===== src/design/pgsp_pkg.sv =====
`timescale 1ns / 1ps

package pgsp_pkg;

    localparam int VALUE_BITS    = 32;
    localparam int COUNT_BITS    = 32;
    localparam int BIT_IDX_W     = $clog2(VALUE_BITS);
    // d*d stays below (2^(VALUE_BITS/2) + 2)^2, which fits in two extra bits
    localparam int SQ_BITS       = VALUE_BITS + 2;
    localparam int GAP           = 6;
    localparam int FIRST_DIVISOR = 2;

    typedef logic [VALUE_BITS-1:0] value_t;
    typedef logic [COUNT_BITS-1:0] count_t;
    typedef logic [SQ_BITS-1:0]    square_t;
    typedef logic [BIT_IDX_W-1:0]  bit_idx_t;

    typedef enum logic [2:0] {
        ST_IDLE,
        ST_SQ_CHK,
        ST_DIV,
        ST_REM_CHK,
        ST_FINISH
    } state_t;

    typedef struct packed {
        logic load;
        logic div_start;
        logic div_step;
        logic next_div;
        logic commit;
        logic prime;
    } dp_cmd_t;

    typedef struct packed {
        logic lt_two;
        logic sq_gt;
        logic bit_last;
        logic rem_zero;
    } dp_status_t;

endpackage


===== src/design/pgsp_ctrl.sv =====
`timescale 1ns / 1ps

module pgsp_ctrl
    import pgsp_pkg::*;
(
    input  logic       clk,
    input  logic       rst_n,
    input  logic       in_valid,
    output logic       in_ready,
    output logic       out_valid,
    input  logic       out_ready,
    input  dp_status_t status,
    output dp_cmd_t    cmd
);

    state_t state_reg;
    state_t state_next;
    logic   prime_reg;
    logic   prime_next;
    logic   out_valid_reg;
    logic   out_valid_next;

    always_ff @(posedge clk or negedge rst_n)
    begin
        if (!rst_n)
        begin
            state_reg     <= ST_IDLE;
            prime_reg     <= 1'b0;
            out_valid_reg <= 1'b0;
        end
        else
        begin
            state_reg     <= state_next;
            prime_reg     <= prime_next;
            out_valid_reg <= out_valid_next;
        end
    end

    always_comb
    begin
        state_next     = state_reg;
        prime_next     = prime_reg;
        out_valid_next = out_valid_reg && !out_ready;
        cmd            = '0;
        cmd.prime      = prime_reg;
        in_ready       = 1'b0;

        case (state_reg)
            ST_IDLE:
            begin
                in_ready = 1'b1;
                if (in_valid)
                begin
                    cmd.load   = 1'b1;
                    state_next = ST_SQ_CHK;
                end
            end
            ST_SQ_CHK:
            begin
                if (status.lt_two)
                begin
                    prime_next = 1'b0;
                    state_next = ST_FINISH;
                end
                else if (status.sq_gt)
                begin
                    prime_next = 1'b1;
                    state_next = ST_FINISH;
                end
                else
                begin
                    cmd.div_start = 1'b1;
                    state_next    = ST_DIV;
                end
            end
            ST_DIV:
            begin
                cmd.div_step = 1'b1;
                if (status.bit_last)
                    state_next = ST_REM_CHK;
            end
            ST_REM_CHK:
            begin
                if (status.rem_zero)
                begin
                    prime_next = 1'b0;
                    state_next = ST_FINISH;
                end
                else
                begin
                    cmd.next_div = 1'b1;
                    state_next   = ST_SQ_CHK;
                end
            end
            ST_FINISH:
            begin
                // hold until the output register is free
                if (!out_valid_reg || out_ready)
                begin
                    cmd.commit     = 1'b1;
                    out_valid_next = 1'b1;
                    state_next     = ST_IDLE;
                end
            end
            default:
            begin
                state_next = ST_IDLE;
            end
        endcase
    end

    assign out_valid = out_valid_reg;

endmodule


===== config.mk =====
export PLATFORM = sky130hd
export DESIGN_NAME = pgsp_ctrl
export DESIGN_NICKNAME = d
export VERILOG_FILES = /design/src/design/pgsp_pkg.sv /design/src/design/pgsp_ctrl.sv
export SDC_FILE = /design/constraint.sdc
export NUM_CORES = 1
export LEC_CHECK = 0
export ABC_AREA = 1
export BUFFER_PORTS_ARGS = -buffer_cell sky130_fd_sc_hd__buf_2
export CAP_MARGIN = 10
export CORE_AREA = 2 2 39 41
export CTS_BUF_LIST = sky130_fd_sc_hd__clkbuf_16
export DETAILED_ROUTE_END_ITERATION = 10
export DIE_AREA = 0 0 41 43
export GPL_TIMING_DRIVEN = 0
export PLACE_DENSITY_LB_ADDON = 0.3
export REMOVE_ABC_BUFFERS = 1
export SLEW_MARGIN = 20
export SYNTH_ARGS = -nofsm -noshare
export SYNTH_HDL_FRONTEND = slang
export SYNTH_SLANG_ARGS = --single-unit

===== constraint.sdc =====
create_clock -name clk -period 1.4 [get_ports clk]
set_input_delay 0.14 -clock clk [delete_from_list [all_inputs] [get_ports clk]]
set_output_delay 0.14 -clock clk [all_outputs]
set_load 0.005 [all_outputs]

; After elaboration in Yosys (flattened, before gate mapping)
; Index checks and enable logic that the tools add are counted.
[totals]
ff_bits = 5
input_bits = 8
out_inout_bits = 8
word_cells = 44
[op_classes]
n_eq_ne = 9
n_mux = 24
n_reduce_logical = 8
[ops]
columns = operator, count
row1 = $mux 3, 6
row2 = $mux 1, 16
row3 = $pmux 3 s5, 1
row4 = $ne 2x2->1 const B, 4
row5 = $eq 3x2->1 const B, 2
row6 = $reduce_and 3->1, 2
row7 = $eq 3x1->1 const B, 1
row8 = $eq 3x3->1 const B, 1
row9 = $logic_not 3->1, 1
row10 = $ne 3x3->1 const B, 1
row11 = $logic_not 1->1, 2
row12 = $pmux 1 s2, 1
row13 = $reduce_bool 2->1, 1
row14 = $logic_and 1x1->1, 1
row15 = $logic_or 1x1->1, 1

; Logic depth before layout (Yosys ltp)
; Gate-level depths: netlist (run 1).
[logic_depth]
word_depth = 4
ltp_mapped = 7
ltp_nobuf = 6

; Worst setup path before layout (run 1)
; No wires, ideal clock.
[synth_timing]
kind = reg-to-reg
startpoint = register state_reg[1]
endpoint = register state_reg[0]
setup_time_ns = 0.117
t_arrival_ns = 0.875
required_ns = 1.283
setup_slack_ns = 0.408
stages_incl_launch_ff = 6
path_buffers = 1
period_less_slack_ns = 0.992
path_cell_list = dfrtp_1 > buf_2 > nor2_1 > nand3_1 > nand3_1 > nor2_1
[synth_between]
elab_chain_len = 3
elab_cells_between_ends = 10
classes_between = eq/ne (7) / mux (1) / reduce/logical (2)
[synth_lines]
columns = element, line
row1 = from (decl), pgsp_ctrl.sv:16  ; state_t state_reg;
row2 = from (signal assigned), pgsp_ctrl.sv:33  ; state_reg <= state_next;
row3 = "$eq 3x3->1, or another cell as far along", pgsp_ctrl.sv:48  ; case (state_reg)
row4 = $ne 2x2->1 (no line), --
row5 = $reduce_and 3->1 (no line), --
; Several ways; a longest one is shown, not always the timed one.
; A chain may end at the register's enable or synchronous reset.

==> summary.txt, run 1 <==
Status
  • Outcome: complete, no violations

Global routing
  • First-pass GRT wire length: roughly 1.2 mm
  • Largest net degree at the start of global routing: 9
  • Gr ovfl total: 0
  • Met2 Resource Use GR: around 16%
  • GR peak layer: met2
  • Vias in the first global route: approximately 320
  • Global Route Usage Sum: 10.63%
  • Initial antenna violation count: 0
  • GR Util met3: 3.141%
  • Met1 Usage GRT: approximately an eighth

Routing
  • DRT iter0 DRCs: 8
  • Drt total wl: roughly 740 um
  • DR vias/cell: slightly above 4
  • # DRC: 0
  • DR WL/cell: 8.810 um
  • First-pass iteration count of the detailed router: 4
  • Post-route ant nets: 0
  • Routed vias: ~350

Worst setup path
  • Req. time, crit path: 1.26 ns
  • Reg2Reg Depth: 5
  • R2R setup slack: ~0.36 ns
  • Top Family by Delay on Critical Path: flip-flops
  • Slowest stage cell on the critical path: dfrtp_1
  • WP data arrival: approximately 1.2 ns
  • Critical R2R Capture: prime_reg
  • CP Launch Type: register
  • CP peak stage delay: 0.46 ns
  • Crit path capture: cmd[5]
  • Critical path launch point: state_reg[1]
  • Worst reg2reg path startpoint: state_reg[1]
  • Crit path cell chain: nor4_1 -> buf_2
  • Critical path class: reg2out
  • Crit. End Element: primary output
  • CP bufs+invs: 1
  • Worst path depth: 2
  • CP max FO: 8

Die
  • Die width: approximately 40 um
  • Core ar.: between 1000 and 1500 um^2
  • Die height: 43 um
  • Num ports: 16
  • Initial Utilization: between 20% and 30%
  • Die footprint: 1763 um^2
  • FP Rows: 14

STA
  • TNS Setup: 0 ns
  • Final Cycle Share: around nine tenths
  • Final setup vio count: 0
  • Min Clock Period, post-route: around 1.3 ns
  • Final Hold Viols: 0
  • Slew Limit Headroom: 81.23%
  • Worst Tran Pin Value: ~0.28 ns
  • Clk_skew: ~0.0022 ns
  • Fmax achieved: about 780 MHz
  • RSZ-0062 raised after global routing: no
  • Fin. max-slew vios: 0

Logic synthesis
  • Post-synthesis compound-gate area fraction: 4.444%
  • Post-Synthesis Cell Area: approximately 340 um^2
  • Simple-Gate Fraction of Synth Area: roughly 43%
  • Mux cell area share after synthesis: 0%
  • Netlist cell types: 16
  • Syn avg cell area: between 6 and 7 um^2
  • Post-Synth XOR/XNOR Area: 0%
  • Register area share after synthesis: a little under two fifths
  • Synth Warn #: 0
  • #FFs+latches synth: 5
  • Mapped Cells: 50
  • Post-Synth Adder-Cell Area: 0%
  • Largest family of logic cells by synthesized area: simple AND/OR/NAND/NOR gates

Layout
  • Cell area after layout: 514.2 um^2
  • # fillers: about 150
  • Area growth syn-to-layout: 52.22%
  • # diodes: 0
  • Layout cells sized above 1: ~43%
  • Area occupied by multi-input gates: approximately 160 um^2
  • Fin nets: between 70 and 80
  • Max reg flops: 3
  • Storage cell area: around 130 um^2

Power and ir drop
  • Pleak: around 0.00030 uW
  • Max IR drop VDD: ~0.0007 V
  • Total power: about 1200 uW
  • Power per Cell Area: approximately 2200 nW/um^2

Clock tree
  • Clk Tree Root Cell: clkbuf_16
  • CTS buffer count: 3
  • Clock Latency Late Sink: 0.23 ns
  • Post CTS Setup Buffer Count: 0
  • Clock sinks: 5
  • H-tree Lvls: 1
  • CTS clock-pin slew for the worst setup and hold paths: 0.04 ns
  • Longest Clk Path Bufs: 2
  • CTS tree: built

Hold path
  • Worst min-delay path class: in2reg

Placed design
  • Port-buffer cells: 15
  • DPL Wire Length: roughly 550 um
  • Gpl congestion: 0.6939
  • DP Area: 420.4 um^2

Flow run
  • Max-cap violations: 0
worst min path at each step:
stage / start / end / slack (ns) / cells past startpoint
global placement: rst_n / out_valid / -0.04 / 1
detailed placement: rst_n / out_valid / -0.04 / 1
CTS: out_ready / out_valid / 0.11 / 2
floorplan: rst_n / out_valid / -0.16 / 0
global route: out_ready / out_valid / 0.13 / 2
finish: out_ready / out_valid / 0.11 / 2
cell usage in the layout (no fill, tap or decap):
cell and instances:
dlygate4sd3_1 1, buf_2 15, o21ai_1 2, clkbuf_16 3, nand4_1 1, inv_1 10
nor3_2 1, nand2_1 8, nor4_1 1, inv_2 2, nand2_2 2, dfrtp_1 3
a21oi_1 1, nand3_1 6, dfrtp_2 2, nor2_2 3, nand3_2 1, nor2_1 6
power breakdown:
part / leakage (uW) / switching [uW] / internal (uW)
sequential: 0.0000619 / 97.4 / 214
combinational: 0.000197 / 208 / 171
clock: 0.0000423 / 96.2 / 370
total: 0.000302 / 401 / 755
what timing repair did:
item	4_1_cts	5_1_grt
setup endpoints to repair	0	2
gates resized for setup	0	3
hold buffers	1	0
endpoints found under the hold margin	5	0
metrics by stage:
stage	hold slack, ns	utilization [%]	cells	worst slack (ns)
floorplan	-0.1556	-	48	0.4437
global placement	-0.04168	30.38	79	0.3303
detailed placement	-0.04342	30.38	79	0.3232
CTS	0.1128	36.80	84	0.08133
global route	0.1289	37.16	84	0.01820
finish	0.1106	37.16	84	0.1126
synthesized netlist by cell type:
| master | n | area (um^2) |
|---|---|---|
| nand2_1 | 8 | 30.03 |
| nor3_2 | 1 | 10.01 |
| nor2_2 | 2 | 12.51 |
| a21oi_1 | 1 | 5.000 |
| nor2_1 | 7 | 26.28 |
| buf_2 | 1 | 5.000 |
| o21ai_1 | 2 | 10.01 |
| inv_1 | 9 | 33.78 |
| inv_2 | 2 | 7.510 |
| nand3_1 | 6 | 30.03 |
| dfrtp_1 | 5 | 125.1 |
| nand3_2 | 1 | 10.01 |
| nand4_1 | 1 | 6.260 |
| buf_4 | 1 | 7.510 |
| nor4_1 | 1 | 6.260 |
| nand2_2 | 2 | 12.51 |
per-layer routing:
| metal | routed length [um] | vias to the layer above |
|---|---|---|
| met5 | 0 | - |
| met4 | 0 | 0 |
| met3 | 41 | 0 |
| met2 | 362 | 9 |
| met1 | 335 | 145 |
| li1 | - | 191 |
cell families after synthesis:
kind of cell           Yosys count
AOI/OAI and AO/OA                3
DFF                              5
and+or+nand+nor                 29
buffers and inverters           13
layout make-up:
cell class | count | share of cell area (%)
clock inverters | 1 | 0.7299
well taps | 16 | 3.893
flip-flops and latches | 5 | 24.82
multi-input cells | 32 | 31.39
inverters | 11 | 8.029
repair buffers | 16 | 16.55
clock buffers | 3 | 14.60
No activity file was read; power rests on OpenSTA's default activity.
==> inputs of run 2 (changes only) <==
--- a/config.mk
+++ b/config.mk
@@ -15,7 +15,7 @@
 export GPL_TIMING_DRIVEN = 0
 export PLACE_DENSITY_LB_ADDON = 0.3
 export REMOVE_ABC_BUFFERS = 1
-export SLEW_MARGIN = 20
+export SLEW_MARGIN = 10
 export SYNTH_ARGS = -nofsm -noshare
 export SYNTH_HDL_FRONTEND = slang
 export SYNTH_SLANG_ARGS = --single-unit
==> constraint.sdc (replaced) <==
create_clock -name clk -period 1.4 [get_ports clk]
set_input_delay 0.14 -clock clk [delete_from_list [all_inputs] [get_ports clk]]
set_output_delay 0.14 -clock clk [all_outputs]
set_load 0.05 [all_outputs]
==> summary.txt, run 2 (same netlist as run 1, synthesis figures left out) <==
Clock tree
  • CTS tree: built
  • Clk Tree Root Cell: clkbuf_16
  • Longest Clk Path Bufs: 2
  • Clock sinks: 5
  • Clock Latency Late Sink: 0.23 ns
  • CTS buffer count: 3
  • CTS clock-pin slew for the worst setup and hold paths: approximately 0.040 ns
  • Post CTS Setup Buffer Count: 0
  • H-tree Lvls: 1

Hold path
  • Worst min-delay path class: in2reg
  • Hold Startpoint: out_ready

Worst setup path
  • CP Launch Type: register
  • CP peak stage delay: approximately 0.45 ns
  • Crit. End Element: primary output
  • Critical path launch point: state_reg[1]
  • WP data arrival: 1.22 ns
  • Slowest stage cell on the critical path: dfrtp_2
  • Crit path cell chain: nor4_1 -> buf_4
  • Critical path class: reg2out
  • Worst reg2reg path startpoint: state_reg[1]
  • CP max FO: 8
  • Req. time, crit path: ~1.3 ns

Layout
  • # fillers: ~150
  • Area growth syn-to-layout: 59.63%
  • Final std cells w/o fill: 84
  • Cell area after layout: between 500 and 600 um^2
  • Fin nets: just under 80
  • # diodes: 0
  • Max reg flops: 3
  • Most frequent cells in the layout: inv_1, buf_2, nand2_1, nand3_1, nor2_1
  • Layout cells sized above 1: 45.59%

Power and ir drop
  • Power per Cell Area: approximately 2800 nW/um^2
  • Clk pwr share: between 30% and 40%
  • Pleak: about 0.0003 uW
  • Sw Ratio: 46.94%
  • Sequential power share: roughly a fifth
  • P_int: just under 800 uW
  • Combinational share of power: roughly 47%
  • NetSw: approximately 700 uW
  • Max IR drop VDD: between 0.0007 and 0.0008 V

STA
  • Min Clock Period, post-route: ~1.4 ns
  • TNS Setup: 0 ns
  • Final Cycle Share: between 90% and 100%
  • Fin. max-slew vios: 0
  • Clk_skew: roughly 0.0021 ns
  • RSZ-0062 raised after global routing: yes
  • Fmax achieved: around 740 MHz
  • Slew Limit Headroom: 84.58%
  • Final setup vio count: 0
  • Final Hold Viols: 0
  • Final worst slack: between 0.04 and 0.05 ns
  • Worst hold slack: between 0.1 and 0.15 ns
  • Worst Tran Pin Value: 0.2291 ns

Die
  • Die footprint: between 1500 and 2000 um^2
  • FP Rows: 14
  • Core ar.: roughly 1400 um^2
  • Die height: around 43 um
  • Initial Utilization: approximately 24%
  • Die width: roughly 40 um
  • Num ports: 16

Global routing
  • GR peak layer: met2
  • GR Util met3: roughly 3.1%
  • Gr ovfl total: 0
  • Met2 Resource Use GR: approximately 16%
  • Largest net degree at the start of global routing: 9
  • Initial antenna violation count: 0
  • Vias in the first global route: 317
  • Met1 Usage GRT: 12.87%
  • Global Route Usage Sum: between 10% and 20%
  • First-pass GRT wire length: 1.235 mm

Routing
  • DRT iter0 DRCs: 4
  • Drt total wl: between 700 and 800 um
  • # DRC: 0
  • DR WL/cell: a little under 9 um
  • Routed vias: roughly 360
  • Post-route ant nets: 0
  • DR vias/cell: about 4.3
  • First-pass iteration count of the detailed router: 2

Placed design
  • DPL Wire Length: around 550 um
  • Gpl congestion: slightly below 0.7
  • DP Area: 420.4 um^2
  • Port-buffer cells: 15
  • Placed cell count: 79
  • Post-place setup slack: about 0.17 ns

Flow run
  • Max-cap violations: 0

Status
  • Outcome: complete, no violations
run 2: area by class of cell:
type                    instances  area (um^2)  share of cell area [%]
clock buffers                   3        75.07                   13.92
clock inverters                 1        3.754                  0.6961
inverters                      11        41.29                   7.657
well taps                      16        20.02                   3.712
multi-input cells              32        168.9                   31.32
repair buffers                 16        101.3                   18.79
flip-flops and latches          5        128.9                   23.90
run 2: metrics by stage:
step	util, %	total power, uW
2_1_floorplan	-	823.0
3_3_place_gp	30.38	963.1
3_5_place_dp	30.38	964.6
4_1_cts	37.43	1451
5_1_grt	38.97	1583
6_report	38.97	1486
run 2: power by group through the flow:
stage	sequential, uW	clock, uW	combinational [uW]
2_1_floorplan	381	0	442
3_3_place_gp	302	0	661
3_5_place_dp	300	0	664
4_1_cts	304	468	679
5_1_grt	327	485	770
6_report	317	466	702
run 2: repair_timing:
item	in CTS	in global routing
resized for setup	4	9
hold endpoints to repair	5	0
setup endpoints to repair	4	5
gates cloned	0	0
hold buffers	1	0
run 2: final timing paths:
kind	end	slack [ns]	cells after the start
max in group asynchronous	state_reg[1]	1.00	2
worst max-delay path	cmd[5]	0.04	2
worst min register to register	out_valid	0.53	2
worst min-delay path	out_valid	0.11	2
min in group asynchronous	out_valid	0.26	2
worst max register to register	state_reg[0]	0.41	4
run 2: worst max-delay path: cells and delay by family, from the launching register on:
kind	cells	cell delay, ns
AND/OR/NAND/NOR	1	0.29
buffers and inverters	1	0.24
flip-flops	1	0.45
run 2: per-layer routing:
layer / vias to the layer above / wire length, um / share of wire, %
li1: 192 / - / -
met5: - / 0 / 0
met2: 9 / 367 / 50
met4: 0 / 0 / 0
met3: 0 / 40 / 5.4
met1: 156 / 327 / 44
