$ cat config.mk
export PLATFORM = sky130hd
export DESIGN_NAME = pgsp_datapath
export DESIGN_NICKNAME = d
export VERILOG_FILES = /design/src/design/pgsp_pkg.sv /design/src/design/pgsp_datapath.sv
export SDC_FILE = /design/constraint.sdc
export NUM_CORES = 1
export LEC_CHECK = 0
export ABC_AREA = 1
export BUFFER_PORTS_ARGS = -buffer_cell sky130_fd_sc_hd__buf_2
export CAP_MARGIN = 20
export CORE_UTILIZATION = 40
export DETAILED_ROUTE_END_ITERATION = 12
export PLACE_DENSITY = 0.67
export SKIP_LAST_GASP = 1
export SYNTH_ARGS = -nofsm -noshare
export SYNTH_HDL_FRONTEND = slang
export SYNTH_SLANG_ARGS = --single-unit
$ cat constraint.sdc
create_clock -name clk -period 13.15 [get_ports clk]
set_input_delay 0.6575 -clock clk [delete_from_list [all_inputs] [get_ports clk]]
set_output_delay 0.6575 -clock clk [all_outputs]
set_load 0.01 [all_outputs]
$ cat src/design/pgsp_pkg.sv
`timescale 1ns / 1ps

package pgsp_pkg;

    localparam int VALUE_BITS    = 32;
    localparam int COUNT_BITS    = 32;
    localparam int BIT_IDX_W     = $clog2(VALUE_BITS);
    // d*d stays below (2^(VALUE_BITS/2) + 2)^2, which fits in two extra bits
    localparam int SQ_BITS       = VALUE_BITS + 2;
    localparam int GAP           = 6;
    localparam int FIRST_DIVISOR = 2;

    typedef logic [VALUE_BITS-1:0] value_t;
    typedef logic [COUNT_BITS-1:0] count_t;
    typedef logic [SQ_BITS-1:0]    square_t;
    typedef logic [BIT_IDX_W-1:0]  bit_idx_t;

    typedef enum logic [2:0] {
        ST_IDLE,
        ST_SQ_CHK,
        ST_DIV,
        ST_REM_CHK,
        ST_FINISH
    } state_t;

    typedef struct packed {
        logic load;
        logic div_start;
        logic div_step;
        logic next_div;
        logic commit;
        logic prime;
    } dp_cmd_t;

    typedef struct packed {
        logic lt_two;
        logic sq_gt;
        logic bit_last;
        logic rem_zero;
    } dp_status_t;

endpackage

$ cat src/design/pgsp_datapath.sv
`timescale 1ns / 1ps

module pgsp_datapath
    import pgsp_pkg::*;
(
    input  logic       clk,
    input  logic       rst_n,
    input  dp_cmd_t    cmd,
    output dp_status_t status,
    input  value_t     candidate_value,
    input  logic       restart,
    output logic       prime_flag,
    output logic [1:0] pairs_added,
    output count_t     pair_count,
    output value_t     latest_pair_top
);

    value_t   v_reg;
    value_t   d_reg;
    square_t  sq_reg;
    value_t   rem_reg;
    bit_idx_t cnt_reg;

    value_t   last_reg;
    value_t   before_reg;
    count_t   total_reg;
    value_t   top_reg;

    logic       prime_flag_reg;
    logic [1:0] added_reg;
    count_t     count_out_reg;
    value_t     top_out_reg;

    logic [VALUE_BITS:0]   rem_shift;
    logic [VALUE_BITS:0]   rem_sub;
    value_t                rem_next;
    square_t               sq_next;
    logic                  hit_last;
    logic                  hit_before;
    logic [1:0]            added;
    logic [COUNT_BITS+1:0] sum;
    count_t                total_next;

    // one restoring remainder step: bring in the next dividend bit
    always_comb
    begin
        rem_shift = {rem_reg, v_reg[cnt_reg]};
        rem_sub   = rem_shift - {1'b0, d_reg};
        if (rem_shift >= {1'b0, d_reg})
            rem_next = rem_sub[VALUE_BITS-1:0];
        else
            rem_next = rem_shift[VALUE_BITS-1:0];
    end

    // (d+1)^2 = d^2 + 2d + 1
    assign sq_next = sq_reg + {1'b0, d_reg, 1'b0} + SQ_BITS'(1);

    always_comb
    begin
        hit_last   = (last_reg != '0) &&
                     ({1'b0, v_reg} == {1'b0, last_reg} + (VALUE_BITS+1)'(GAP));
        hit_before = (before_reg != '0) &&
                     ({1'b0, v_reg} == {1'b0, before_reg} + (VALUE_BITS+1)'(GAP));
        added      = cmd.prime ? ({1'b0, hit_last} + {1'b0, hit_before}) : 2'd0;
        sum        = {2'b00, total_reg} + {{COUNT_BITS{1'b0}}, added};
        if (sum[COUNT_BITS+1:COUNT_BITS] != 2'b00)
            total_next = '1;
        else
            total_next = sum[COUNT_BITS-1:0];
    end

    always_ff @(posedge clk)
    begin
        if (cmd.load)
        begin
            v_reg  <= candidate_value;
            d_reg  <= VALUE_BITS'(FIRST_DIVISOR);
            sq_reg <= SQ_BITS'(FIRST_DIVISOR * FIRST_DIVISOR);
        end
        else if (cmd.next_div)
        begin
            d_reg  <= d_reg + VALUE_BITS'(1);
            sq_reg <= sq_next;
        end

        if (cmd.div_start)
        begin
            rem_reg <= '0;
            cnt_reg <= BIT_IDX_W'(VALUE_BITS - 1);
        end
        else if (cmd.div_step)
        begin
            rem_reg <= rem_next;
            cnt_reg <= cnt_reg - BIT_IDX_W'(1);
        end

        if (cmd.commit)
        begin
            prime_flag_reg <= cmd.prime;
            added_reg      <= added;
            count_out_reg  <= total_next;
            top_out_reg    <= (added != 2'd0) ? v_reg : top_reg;
        end
    end

    always_ff @(posedge clk or negedge rst_n)
    begin
        if (!rst_n)
        begin
            last_reg   <= '0;
            before_reg <= '0;
            total_reg  <= '0;
            top_reg    <= '0;
        end
        else if (cmd.load && restart)
        begin
            last_reg   <= '0;
            before_reg <= '0;
            total_reg  <= '0;
            top_reg    <= '0;
        end
        else if (cmd.commit && cmd.prime)
        begin
            before_reg <= last_reg;
            last_reg   <= v_reg;
            total_reg  <= total_next;
            if (added != 2'd0)
                top_reg <= v_reg;
        end
    end

    assign status.lt_two   = v_reg < VALUE_BITS'(FIRST_DIVISOR);
    assign status.sq_gt    = sq_reg > {2'b00, v_reg};
    assign status.bit_last = cnt_reg == '0;
    assign status.rem_zero = rem_reg == '0;

    assign prime_flag      = prime_flag_reg;
    assign pairs_added     = added_reg;
    assign pair_count      = count_out_reg;
    assign latest_pair_top = top_out_reg;

endmodule

---- Word level (Yosys, flattened, before mapping) ----
Cells that the tools add are included.
storage, ports and cells
  flip-flop bits (word level) ............. 330
  word-level logic and storage cells ...... 53
operators by class
  add/subtract/negate cells ............... 9
  reductions and logical operators ........ 11
  multiplexer cells ....................... 14
  magnitude comparators ................... 4
  equality and inequality tests ........... 2
operator list
  kind                   number
  $mux 32                11
  $add 32x3->33 const B  2
  $eq 32x33->1           2
  $reduce_bool 32->1     2
  $add 34x1->34 const B  1
  $add 34x33->34         1
  $gt 34x32->1           1
  $add 32x2->33          1
  $ge 33x32->1           1
  $add 32x1->32 const B  1
  $logic_not 32->1       1
  $lt 32x2->1 const B    1
  $sub 32x32->32         1
  $lt 5x6->1 const B     1
  $reduce_bool 2->1      3
  $bmux 1 s5             1
  $logic_not 5->1        1
  $sub 5x1->5 const B    1
  $logic_and 1x1->1      4
  $add 1x1->2            1
  $mux 2                 1
  $mux 1                 1

---- Depth between registers and ports, before layout ----
Gate-level depths: netlist of run 1.
  depth after elaboration ................. 10
  mapped depth ............................ 36

---- Worst setup path before layout of run 1 ----
No wires, ideal clock.
  kind .................................... reg2reg
  from .................................... register last_reg[1]
  to ...................................... register total_reg[17]
  arrival time ............................ 4.098 ns
  setup time .............................. 0.083 ns
  setup slack ............................. 8.970 ns
  data required time ...................... 13.067 ns
  period minus slack after synthesis ...... 4.180 ns
  cell stages (with the launch flop) ...... 34
  cells stage by stage .................... dfrtp_1 inv_1 ha_1 inv_1 nand2_1 nor2_2 nand4_1 inv_1 nand3_2 nor2_2 nand3_1 or3_1 nand3_1 nor2_1 ha_1 nand2_1 inv_1 ha_1 inv_1 fa_1 inv_1 nand2_1 nor2_4 nand4_2 nor2_2 inv_2 nor2_4 nand3_4 nor2_4 inv_2 buf_6 nand3_2 nand2_1 o21ai_0
between the ends
  word-level cells in the longest chain between the ends .. 10
RTL lines
  item                    RTL line              source
  start, declared         pgsp_datapath.sv:24   value_t last_reg;
  start signal, assigned  pgsp_datapath.sv:125  last_reg <= v_reg;
  $add 32x3->33           pgsp_datapath.sv:61   ({1'b0, v_reg} == {1'b0, last_reg} + (VALUE_BITS+1)'(GAP));
  $eq 32x33->1            pgsp_datapath.sv:61
  $logic_and 1x1->1 *     pgsp_datapath.sv:60   hit_last = (last_reg != '0) &&
  $add 1x1->2 *           pgsp_datapath.sv:64   added = cmd.prime ? ({1'b0, hit_last} + {1'b0, hit_before}) : 2'd0;
  $mux 2 *                pgsp_datapath.sv:64
  net added[0]            pgsp_datapath.sv:40   logic [1:0] added;
  $add 32x2->33 *         pgsp_datapath.sv:65   sum = {2'b00, total_reg} + {{COUNT_BITS{1'b0}}, added};
  $reduce_bool 2->1       pgsp_datapath.sv:66   if (sum[COUNT_BITS+1:COUNT_BITS] != 2'b00)
  $mux 32 *               pgsp_datapath.sv:66
  net total_next[17]      pgsp_datapath.sv:42   count_t total_next;
  $mux 32 *               pgsp_datapath.sv:122  else if (cmd.commit && cmd.prime)
  $mux 32 *               pgsp_datapath.sv:115  else if (cmd.load && restart)
  end signal, assigned    pgsp_datapath.sv:126  total_reg <= total_next;
  end, declared           pgsp_datapath.sv:26   count_t total_reg;
Mark *: on every way through the listed nets, which the timed path passes. The rest lies on a longest branch. The select of a mux whose other input is x is not followed.
A chain may end at the register's enable or synchronous reset.

---- Worst setup path after layout of run 1 ----
  from .................................... register last_reg[1]
  to ...................................... register total_reg[26]
Same word-level chain as after synthesis.

==> results of run 1 <==
## stage by stage
stage / area (um2) / utilization [%] / cells / total power (W) / setup WS, ps
CTS: 23700 / 45.7 / 3649 / 0.00424 / 7900
finish: 23700 / 45.8 / 3651 / 0.00425 / 7910
global placement: 22300 / 43.1 / 3574 / 0.00307 / 8040
detailed placement: 22300 / 43.1 / 3574 / 0.00308 / 7940
global route: 23700 / 45.8 / 3651 / 0.00457 / 7460
floorplan: 21100 / - / 2853 / 0.00265 / 8970
## cell usage in the layout (no fill, tap or decap), types with 82 or more instances in the layout
| cell type | synthesis | layout |
|---|---|---|
| xor2_1 | 82 | 82 |
| ha_1 | 103 | 103 |
| buf_2 | 10 | 109 |
| edfxtp_1 | 99 | 99 |
| nor2_1 | 305 | 305 |
| inv_1 | 352 | 352 |
| dfrtp_1 | 128 | 128 |
| nand2_1 | 617 | 615 |
| dfxtp_1 | 103 | 103 |
| a21oi_1 | 179 | 178 |
| o21ai_0 | 216 | 216 |
| nand3_1 | 177 | 177 |
## logic make-up after synthesis
kind of cell,share of synthesized area [%]
fa+ha+maj,6.38
xor+xnor,5.64
simple gates,27.6
flops,39.0
buf+inv,7.94
compound gates,13.4
## metal layers
metal	track usage [%]	up-vias	share of wire [%]
met3	2.55	105	4.8
li1	-	9732	-
met4	7.28	2	2.8
met2	37.4	513	46
met5	0	-	0.018
met1	30.1	8996	46
## worst paths after layout
path / endpoint / start / cells after the start / slack, ps
worst max register to register: total_reg[26] / last_reg[1] / 33 / 7910
worst max-delay path: total_reg[26] / last_reg[1] / 33 / 7910
worst min register to register: top_reg[15] / top_reg[15] / 2 / 480
worst min-delay path: total_reg[8] / rst_n / 1 / 50
max in group asynchronous: top_reg[19] / rst_n / 2 / 11750
min in group clk: v_reg[1] / candidate_value[1] / 1 / 260
## final cells by class
type | instances | area [um2] | area share (%)
antenna | 1 | 2.50 | 0.0106
inverter | 361 | 1360 | 5.72
timing repair buffer | 121 | 652 | 2.75
clock buffer | 55 | 1140 | 4.81
sequential | 330 | 8240 | 34.7
multi-input combinational | 2083 | 11200 | 47.4
tap | 680 | 851 | 3.59
clock inverter | 20 | 234 | 0.987
## worst max-delay path: cells and delay by family (launching register included)
kind | cells | cell delay [ps]
flops | 1 | 380
simple gates | 19 | 2530
fa+ha+maj | 4 | 1100
compound gates | 2 | 280
buf+inv | 8 | 840
## power groups by stage
stage                     clock [W]  combinational [W]  sequential [W]
after floorplan                   0            0.00142         0.00124
after global placement            0            0.00180         0.00127
after detailed placement          0            0.00181         0.00127
after CTS                   0.00117            0.00182         0.00125
after global routing        0.00121            0.00209         0.00127
final                       0.00115            0.00184         0.00126
==> flow_summary.yaml, run 1 <==
status:
  status: "completed"
setup_path:
  worstPathMaxFanout: 16
  crit_slowest_cell: "dfrtp_1"
  crit_type: "reg -> reg"
  cpMostUsedCell: "inv_1"
  critPathCaptureType: "flop"
  crit_arrival_ps: 5730
  required_ps: 13640
  crit_path_start_kind: "flop"
  slowest_delay_ps: 380
clock_network:
  clk_pin_slew_ps: 60
  clockBufferDepth: 3
  post-cts-setup-buffers: 0
  root_buffer: "clkbuf_16"
  cts_resized: 0
  cts_tree: "yes"
  cts_buffers: 41
  clock_sinks: 330
  cts_hold_buf: 0
  cts-htree-levels: 2
  clock_latency_ps: 570
pwr:
  pwr-share-comb_pct: 43.3
  sequentialPowerShare_pct: 29.6
  p_per_area_nw_per_um2: 179
  clockPowerShare_pct: 27.1
  internal-power_w: 0.00250
  netSwitchingPower_w: 0.00175
  p_leak_nw: 10.9
  peakVddDrop_uv: 630
  p_sw_share_pct: 41.1
global_route:
  grt_pass1_vias: 18375
  track_usage_pct: 22.4
  grt_start_max_net_pins: 87
  grt.overflow.total: 0
  grt_pass1_wl_um: 96800
  antenna_found_initial: 2
synth:
  synth.most_common_cell: "nand2_1"
  synth_area_per_cell_um2: 7.41
  yosys.area.top_type: "dfrtp_1"
  ys_warn_count: 0
  synthArstFlopShare_pct: 38.8
  ys.flop_type: "dfrtp_1"
  yosysSeqAreaShare_pct: 39.0
  synth_edf_count: 99
  syn_inst: 2853
  syn_area_um2: 21100
  yosys_register_bits: 330
  synth_cell_type_count: 55
  synthTopCellsByCount: "nand2_1 (617), inv_1 (352), nor2_1 (305)"
  synth_nets: 3000
  synth_top_area_share_pct: 15.1
  synthTopCellsByArea: "dfrtp_1 (15%), edfxtp_1 (14%), nand2_1 (11%)"
place:
  port_buffers: 111
  place_congestion: 0.955
  dp_hpwl_um: 44400
timing:
  whs_ps: 53.9
  hold_viol_final: 0
  grt_setup_unrepaired: "no"
  fin_tns_setup_ps: 0
  period_minus_slack_ps: 5240
  fmax_ghz: 0.191
  setup_viol: 0
  worst_slew_pin_slew_ps: 1040
  drv_slew: 0
  slew_headroom_pct: 30.6
  post-route-period-util_pct: 39.9
  fin_worst_skew_ps: 16.3
route:
  wl_per_cell_um: 16.4
  drcViolationCount: 0
  route.antenna.remaining_nets: 0
  vias: 19348
  drt_first_pass_iters: 5
  wirelength_um: 60000
  drt_iter0_markers: 1437
  vias_per_cell: 5.30
floorplan:
  pin_count: 112
  die_height_um: 232
  die_x_um: 232
  core_um2: 51800
  rows: 83
  design.die.area_um2: 53800
  start_util_pct: 40.8
cells_and_area:
  fillers: 5216
  layout.nets: 3085
  area_delta_synth_final_pct: 12.1
  largest_reg_flops: 34
  drive_gt1_share_pct: 8.18
run:
  drv_cap: 0
hold_path:
  hp-class: "in -> async"
Note: power is estimated with default switching activity, not from simulation.
==> inputs of run 2 (changes only) <==
--- a/config.mk
+++ b/config.mk
@@ -5,7 +5,7 @@
 export SDC_FILE = /design/constraint.sdc
 export NUM_CORES = 1
 export LEC_CHECK = 0
-export ABC_AREA = 1
+export ABC_AREA = 0
 export BUFFER_PORTS_ARGS = -buffer_cell sky130_fd_sc_hd__buf_2
 export CAP_MARGIN = 20
 export CORE_UTILIZATION = 40
==> constraint.sdc (replaced) <==
create_clock -name clk -period 5.35 [get_ports clk]
set_input_delay 0.2675 -clock clk [delete_from_list [all_inputs] [get_ports clk]]
set_output_delay 0.2675 -clock clk [all_outputs]
set_load 0.01 [all_outputs]
==> flow_summary.yaml, run 2 <==
setup_path:
  worstPathMaxFanout: 7
  crit_type: "reg -> reg"
  crit_path_start_kind: "flop"
  required_ps: 5870
  worstPathBufferInverterCount: 4
  reg2reg_from: "last_reg[1]"
  path_cells: "buf_4, o2111ai_4, or3_4, or3_4, or4_1, o21ai_1, nand4_1, nor4_4, ha_4, and2_4, ha_4, inv_1, fa_2, nor2b_2, nand4_1, or2_1, nor2_2, buf_6, nand3_4, nor3_4, buf_6, o21ai_1, nand2_1"
  crit_arrival_ps: 5690
  critPathCaptureType: "flop"
  crit_family: "simple AND/OR/NAND/NOR gates"
  crit_slowest_cell: "or4_1"
  r2r_slack_ps: 180
  r2r_end: "total_reg[15]"
  slowest_delay_ps: 520
  rr_worst_depth: 23
clock_network:
  clock_sinks: 330
  cts-htree-levels: 2
  clockBufferDepth: 3
  clk_pin_slew_ps: 60
  cts_buffers: 39
  cts_tree: "yes"
  clock_latency_ps: 590
  root_buffer: "clkbuf_16"
route:
  drt_iter0_markers: 1142
  wl_per_cell_um: 18.5
  drt_first_pass_iters: 6
  wirelength_um: 56800
  drcViolationCount: 0
  route.antenna.remaining_nets: 0
  vias: 17174
  vias_per_cell: 5.60
synth:
  synthArstFlopShare_pct: 38.8
  yosys_register_bits: 330
  synth_edf_count: 99
  synth_cell_type_count: 88
  syn_inst: 2189
  synth.most_common_cell: "nand2_1"
  ys_warn_count: 0
  synth_nets: 2336
  synth_top_area_share_pct: 16.0
  synthTopCellsByCount: "nand2_1 (232), nor2_1 (190), o21ai_0 (129)"
  synthTopCellsByArea: "dfrtp_1 (16%), edfxtp_1 (15%), dfxtp_1 (10%)"
  yosys.area.top_type: "dfrtp_1"
  ys.flop_type: "dfrtp_1"
  yosysSeqAreaShare_pct: 41.1
  synth_area_per_cell_um2: 9.17
  syn_area_um2: 20100
floorplan:
  pin_count: 112
  core_um2: 49300
  die_x_um: 226
  rows: 81
  design.die.area_um2: 51100
  start_util_pct: 40.7
  die_height_um: 226
place:
  place_area_um2: 21800
  place_congestion: 0.926
  port_buffers: 111
  dp_hpwl_um: 40500
  placed_cells: 2952
pwr:
  pwr-share-comb_pct: 33.4
  p_sw_share_pct: 34.2
  netSwitchingPower_w: 0.00295
  total_power_w: 0.00863
  internal-power_w: 0.00567
  p_leak_nw: 10.4
  clockPowerShare_pct: 31.9
  p_per_area_nw_per_um2: 362
  sequentialPowerShare_pct: 34.7
  peakVddDrop_uv: 357
global_route:
  grt_pass1_wl_um: 89700
  grt.overflow.total: 0
  track_usage_pct: 22.2
  grt_pass1_vias: 16793
  grt_start_max_net_pins: 91
  antenna_found_initial: 1
cells_and_area:
  drive_gt1_share_pct: 14.8
  multiInputGateArea_um2: 11200
  largest_reg_flops: 34
  n_antenna_cell: 0
  area_delta_synth_final_pct: 18.9
  ff_latch_area_um2: 8240
  final_common_cell: "nand2_1"
  final_cell_mix: "nand2_1 (231), nor2_1 (187), dfrtp_1 (127)"
  post-route-util_pct: 48.4
  fillers: 4575
  fin_cells: 3067
  design_area_um2: 23800
  layout.nets: 2520
timing:
  fmax_ghz: 0.193
  hold_viol_final: 0
  drv_slew: 0
  post-route-period-util_pct: 96.6
  worst_slew_pin_slew_ps: 1040
  setup_viol: 0
  slew_headroom_pct: 30.4
  fin_worst_skew_ps: 29.2
  period_minus_slack_ps: 5170
run:
  drv_cap: 0
status:
  status: "completed"
hold_path:
  min_path_cells: 1
  hp-class: "in -> reg"
  whs_endpoint: "v_reg[31]"
  hp-start: "cmd[5]"
==> run 2: changes by cell type after synthesis, moves of 78 or more <==
cell	previous run	this run
a21oi_1	179	95
o21ai_0	216	129
nor2_1	305	190
nand2_1	617	232
inv_1	352	107
nand3_1	177	60
xnor2_1	44	122
==> run 2: timing repair <==
action | CTS | global route
setup endpoints to repair | 61 | 62
setup buffers | 0 | 8
pin swaps | 4 | 33
endpoints found under the hold margin | 110 | 0
hold buffers | 34 | 0
gates cloned | 1 | 0
gates resized for setup | 14 | 42
==> run 2: power by group through the flow <==
| stage | sequential [W] | clock (W) | combinational (W) |
|---|---|---|---|
| CTS | 0.00299 | 0.00281 | 0.00285 |
| floorplan | 0.00297 | 0 | 0.00215 |
| finish | 0.00299 | 0.00275 | 0.00288 |
| global route | 0.00301 | 0.00291 | 0.00317 |
| global placement | 0.00303 | 0 | 0.00277 |
| detailed placement | 0.00304 | 0 | 0.00280 |
==> run 2: worst max path at each step <==
stage | cells past startpoint | from | slack [ps] | endpoint
floorplan | 25 | before_reg[1] | 230 | pair_count[25]
global placement | 24 | before_reg[1] | -290 | pair_count[8]
detailed placement | 24 | before_reg[1] | -350 | pair_count[7]
CTS | 26 | before_reg[1] | 40 | total_reg[28]
global route | 23 | last_reg[1] | -30 | total_reg[14]
finish | 23 | last_reg[1] | 180 | total_reg[15]
==> run 2: cells by family (layout without fill, tap and decap cells) <==
| kind of cell | Yosys count | count (layout) | share of synthesized area (%) |
|---|---|---|---|
| xor gates and xnor gates | 185 | 185 | 8.08 |
| buffers and inverters | 226 | 440 | 4.44 |
| DFF | 330 | 330 | 41.1 |
| and+or+nand+nor | 723 | 723 | 17.1 |
| adders and majority gates | 106 | 106 | 6.72 |
| AOI/OAI and AO/OA | 551 | 551 | 18.5 |
| muxes | 68 | 68 | 4.03 |
==> run 2: cell type report <==
class                           instances  share of cell area [%]
Tap cell                              664                    3.48
Clock inverter                         14                   0.698
Timing Repair Buffer                  261                    7.75
Clock buffer                           57                    4.88
Multi-Input combinational cell       1633                    46.9
Sequential cell                       330                    34.5
Inverter                              108                    1.70
==> run 2: metal layers <==
metal / global-route usage [%] / share of wire, % / routed length, um
met1: 29.6 / 46 / 26000
met2: 36.8 / 47 / 26500
met3: 2.95 / 4.3 / 2450
met4: 7.83 / 3.2 / 1810
met5: 0 / 0 / 0
==> run 2: worst register-to-register path, cell delays in order (launching register included) <==
cell and delay, ps:
dfrtp_1 350, buf_4 150, o2111ai_4 130, or3_4 400, or3_4 380, or4_1 520, o21ai_1 90, nand4_1 150
nor4_4 410, ha_4 170, and2_4 150, ha_4 120, inv_1 50, fa_2 390, nor2b_2 150, nand4_1 130
or2_1 290, nor2_2 150, buf_6 140, nand3_4 100, nor3_4 290, buf_6 190, o21ai_1 80, nand2_1 130
==> run 2: stage by stage <==
step,setup slack [ps],hold WS [ps],TNS [ps]
2_1_floorplan,226,-28.1,0
3_3_place_gp,-287,445,-10690
3_5_place_dp,-347,446,-13510
4_1_cts,35.2,145,0
5_1_grt,-30.2,169,-215
6_report,180,184,0
==> inputs of run 3 (changes only) <==
--- a/config.mk
+++ b/config.mk
@@ -8,9 +8,9 @@
 export ABC_AREA = 0
 export BUFFER_PORTS_ARGS = -buffer_cell sky130_fd_sc_hd__buf_2
 export CAP_MARGIN = 20
-export CORE_UTILIZATION = 40
+export CORE_UTILIZATION = 45
 export DETAILED_ROUTE_END_ITERATION = 12
-export PLACE_DENSITY = 0.67
+export PLACE_DENSITY = 0.73
 export SKIP_LAST_GASP = 1
 export SYNTH_ARGS = -nofsm -noshare
 export SYNTH_HDL_FRONTEND = slang
==> flow_summary.yaml, run 3 (synthesis gave the netlist of run 2 again) <==
timing:
  setup_ws_ps: 209
  period_minus_slack_ps: 5140
  fin_worst_skew_ps: 26.2
  drv_slew: 0
  worst_slew_pin_slew_ps: 1040
  fmax_ghz: 0.195
  setup_viol: 0
  slew_headroom_pct: 30.7
  post-route-period-util_pct: 96.1
  hold_viol_final: 0
route:
  vias_per_cell: 5.85
  drt_iter0_markers: 1641
  wirelength_um: 55900
  wl_per_cell_um: 18.8
  drt_first_pass_iters: 9
  vias: 17382
  route.antenna.remaining_nets: 0
  drcViolationCount: 0
global_route:
  grt_pass1_wl_um: 88300
  track_usage_pct: 24.5
  grt_start_max_net_pins: 91
  grt_pass1_vias: 16518
  antenna_found_initial: 0
  grt.overflow.total: 0
setup_path:
  worstPathMaxFanout: 6
  slowest_delay_ps: 550
  crit_arrival_ps: 5580
  required_ps: 5790
  crit_family: "simple AND/OR/NAND/NOR gates"
  crit_type: "reg -> reg"
  crit_path_start_kind: "flop"
  critPathCaptureType: "flop"
  path_cells: "and3_1, nand4_1, or3_1, or4_1, o21ai_1, nand4_1, nor4_2, ha_1, and2_4, ha_1, inv_1, fa_2, nor2b_2, nand4_1, or2_4, nor2_2, buf_4, nand3_4, nor3_4, nand3_1, o21a_1, a22o_1"
  worstPathBufferInverterCount: 2
  cpMostUsedCell: "nand4_1"
  crit_slowest_cell: "or4_1"
floorplan:
  design.die.area_um2: 45400
  rows: 76
  core_um2: 43600
  pin_count: 112
  start_util_pct: 46.1
  die_x_um: 213
  die_height_um: 213
clock_network:
  cts_tree: "yes"
  clockBufferDepth: 3
  cts_buffers: 39
  clock_latency_ps: 560
  root_buffer: "clkbuf_16"
  clock_sinks: 330
  clk_pin_slew_ps: 60
  cts-htree-levels: 2
cells_and_area:
  final_cell_mix: "nand2_1 (231), nor2_1 (186), o21ai_0 (128)"
  layout.nets: 2502
  largest_reg_flops: 34
  final_common_cell: "nand2_1"
  area_delta_synth_final_pct: 16.5
  drive_gt1_share_pct: 13.3
  n_antenna_cell: 0
place:
  pre_cts_ws_ps: -324
  dp_hpwl_um: 40000
  place_congestion: 0.961
  port_buffers: 111
run:
  drv_cap: 0
pwr:
  p_per_area_nw_per_um2: 363
  peakVddDrop_uv: 368
  p_leak_nw: 10.3
  total_power_w: 0.00848
status:
  status: "completed"
hold_path:
  hp-class: "in -> reg"
[run 3: worst register-to-register path: stages, from the launching register on]
cell and delay (ps):
dfrtp_1 470, and3_1 280, nand4_1 220, or3_1 520, or4_1 550, o21ai_1 130, nand4_1 140, nor4_2 250
ha_1 220, and2_4 150, ha_1 150, inv_1 60, fa_2 340, nor2b_2 130, nand4_1 140, or2_4 280
nor2_2 120, buf_4 140, nand3_4 100, nor3_4 210, nand3_1 100, o21a_1 140, a22o_1 190
[run 3: through the flow]
| stage | instances | TNS, ps | cell area (um2) | utilization (%) | hold WS (ps) |
|---|---|---|---|---|---|
| after floorplan | 2189 | 0 | 20100 | - | -28.1 |
| after global placement | 2857 | -10560 | 21600 | 49.6 | 169 |
| after detailed placement | 2857 | -13360 | 21600 | 49.6 | 170 |
| after CTS | 2963 | 0 | 23200 | 53.3 | 109 |
| after global routing | 2971 | -59.5 | 23400 | 53.7 | 114 |
| final | 2971 | 0 | 23400 | 53.7 | 121 |
[run 3: layer usage]
metal  track usage (%)  part of all wire [%]  up-vias
met4              8.33                   3.1        0
met3              2.68                   5.5      126
met5                 0                     0        -
met2              40.8                    47      602
met1              33.0                    44     8347
li1                  -                     -     8307
[run 3: layout make-up]
type,instances,area [um2]
Fill cell,3868,20200
Multi-Input combinational cell,1633,11100
Sequential cell,330,8240
Timing Repair Buffer,243,1660
Clock buffer,54,1080
Tap cell,585,732
Inverter,108,405
Clock inverter,18,156
[run 3: path summary, 6_finish.rpt]
check | start | to | cells after the start | slack (ps)
setup / recovery | last_reg[21] | total_reg[28] | 22 | 210
hold / removal | cmd[5] | v_reg[18] | 1 | 120
setup reg to reg | last_reg[21] | total_reg[28] | 22 | 210
hold reg to reg | top_reg[15] | top_reg[15] | 1 | 510
max in group asynchronous | rst_n | total_reg[4] | 3 | 4030
min in group asynchronous | rst_n | before_reg[9] | 2 | 140
[run 3: where the power goes]
group | leakage, nW | total [W] | internal (W) | switching [W]
Sequential | 3.57 | 0.00301 | 0.00277 | 0.000236
Clock | 0.605 | 0.00261 | 0.00152 | 0.00109
Combinational | 6.14 | 0.00286 | 0.00127 | 0.00159
[run 3: timing repair]
action                                  in CTS  in global routing
endpoints found under the setup margin      64                 64
gates cloned                                 0                  1
pin swaps                                    2                  6
resized for setup                            5                 32
hold endpoints to repair                    50                  0
setup buffers                                0                  7
hold buffers                                34                  0
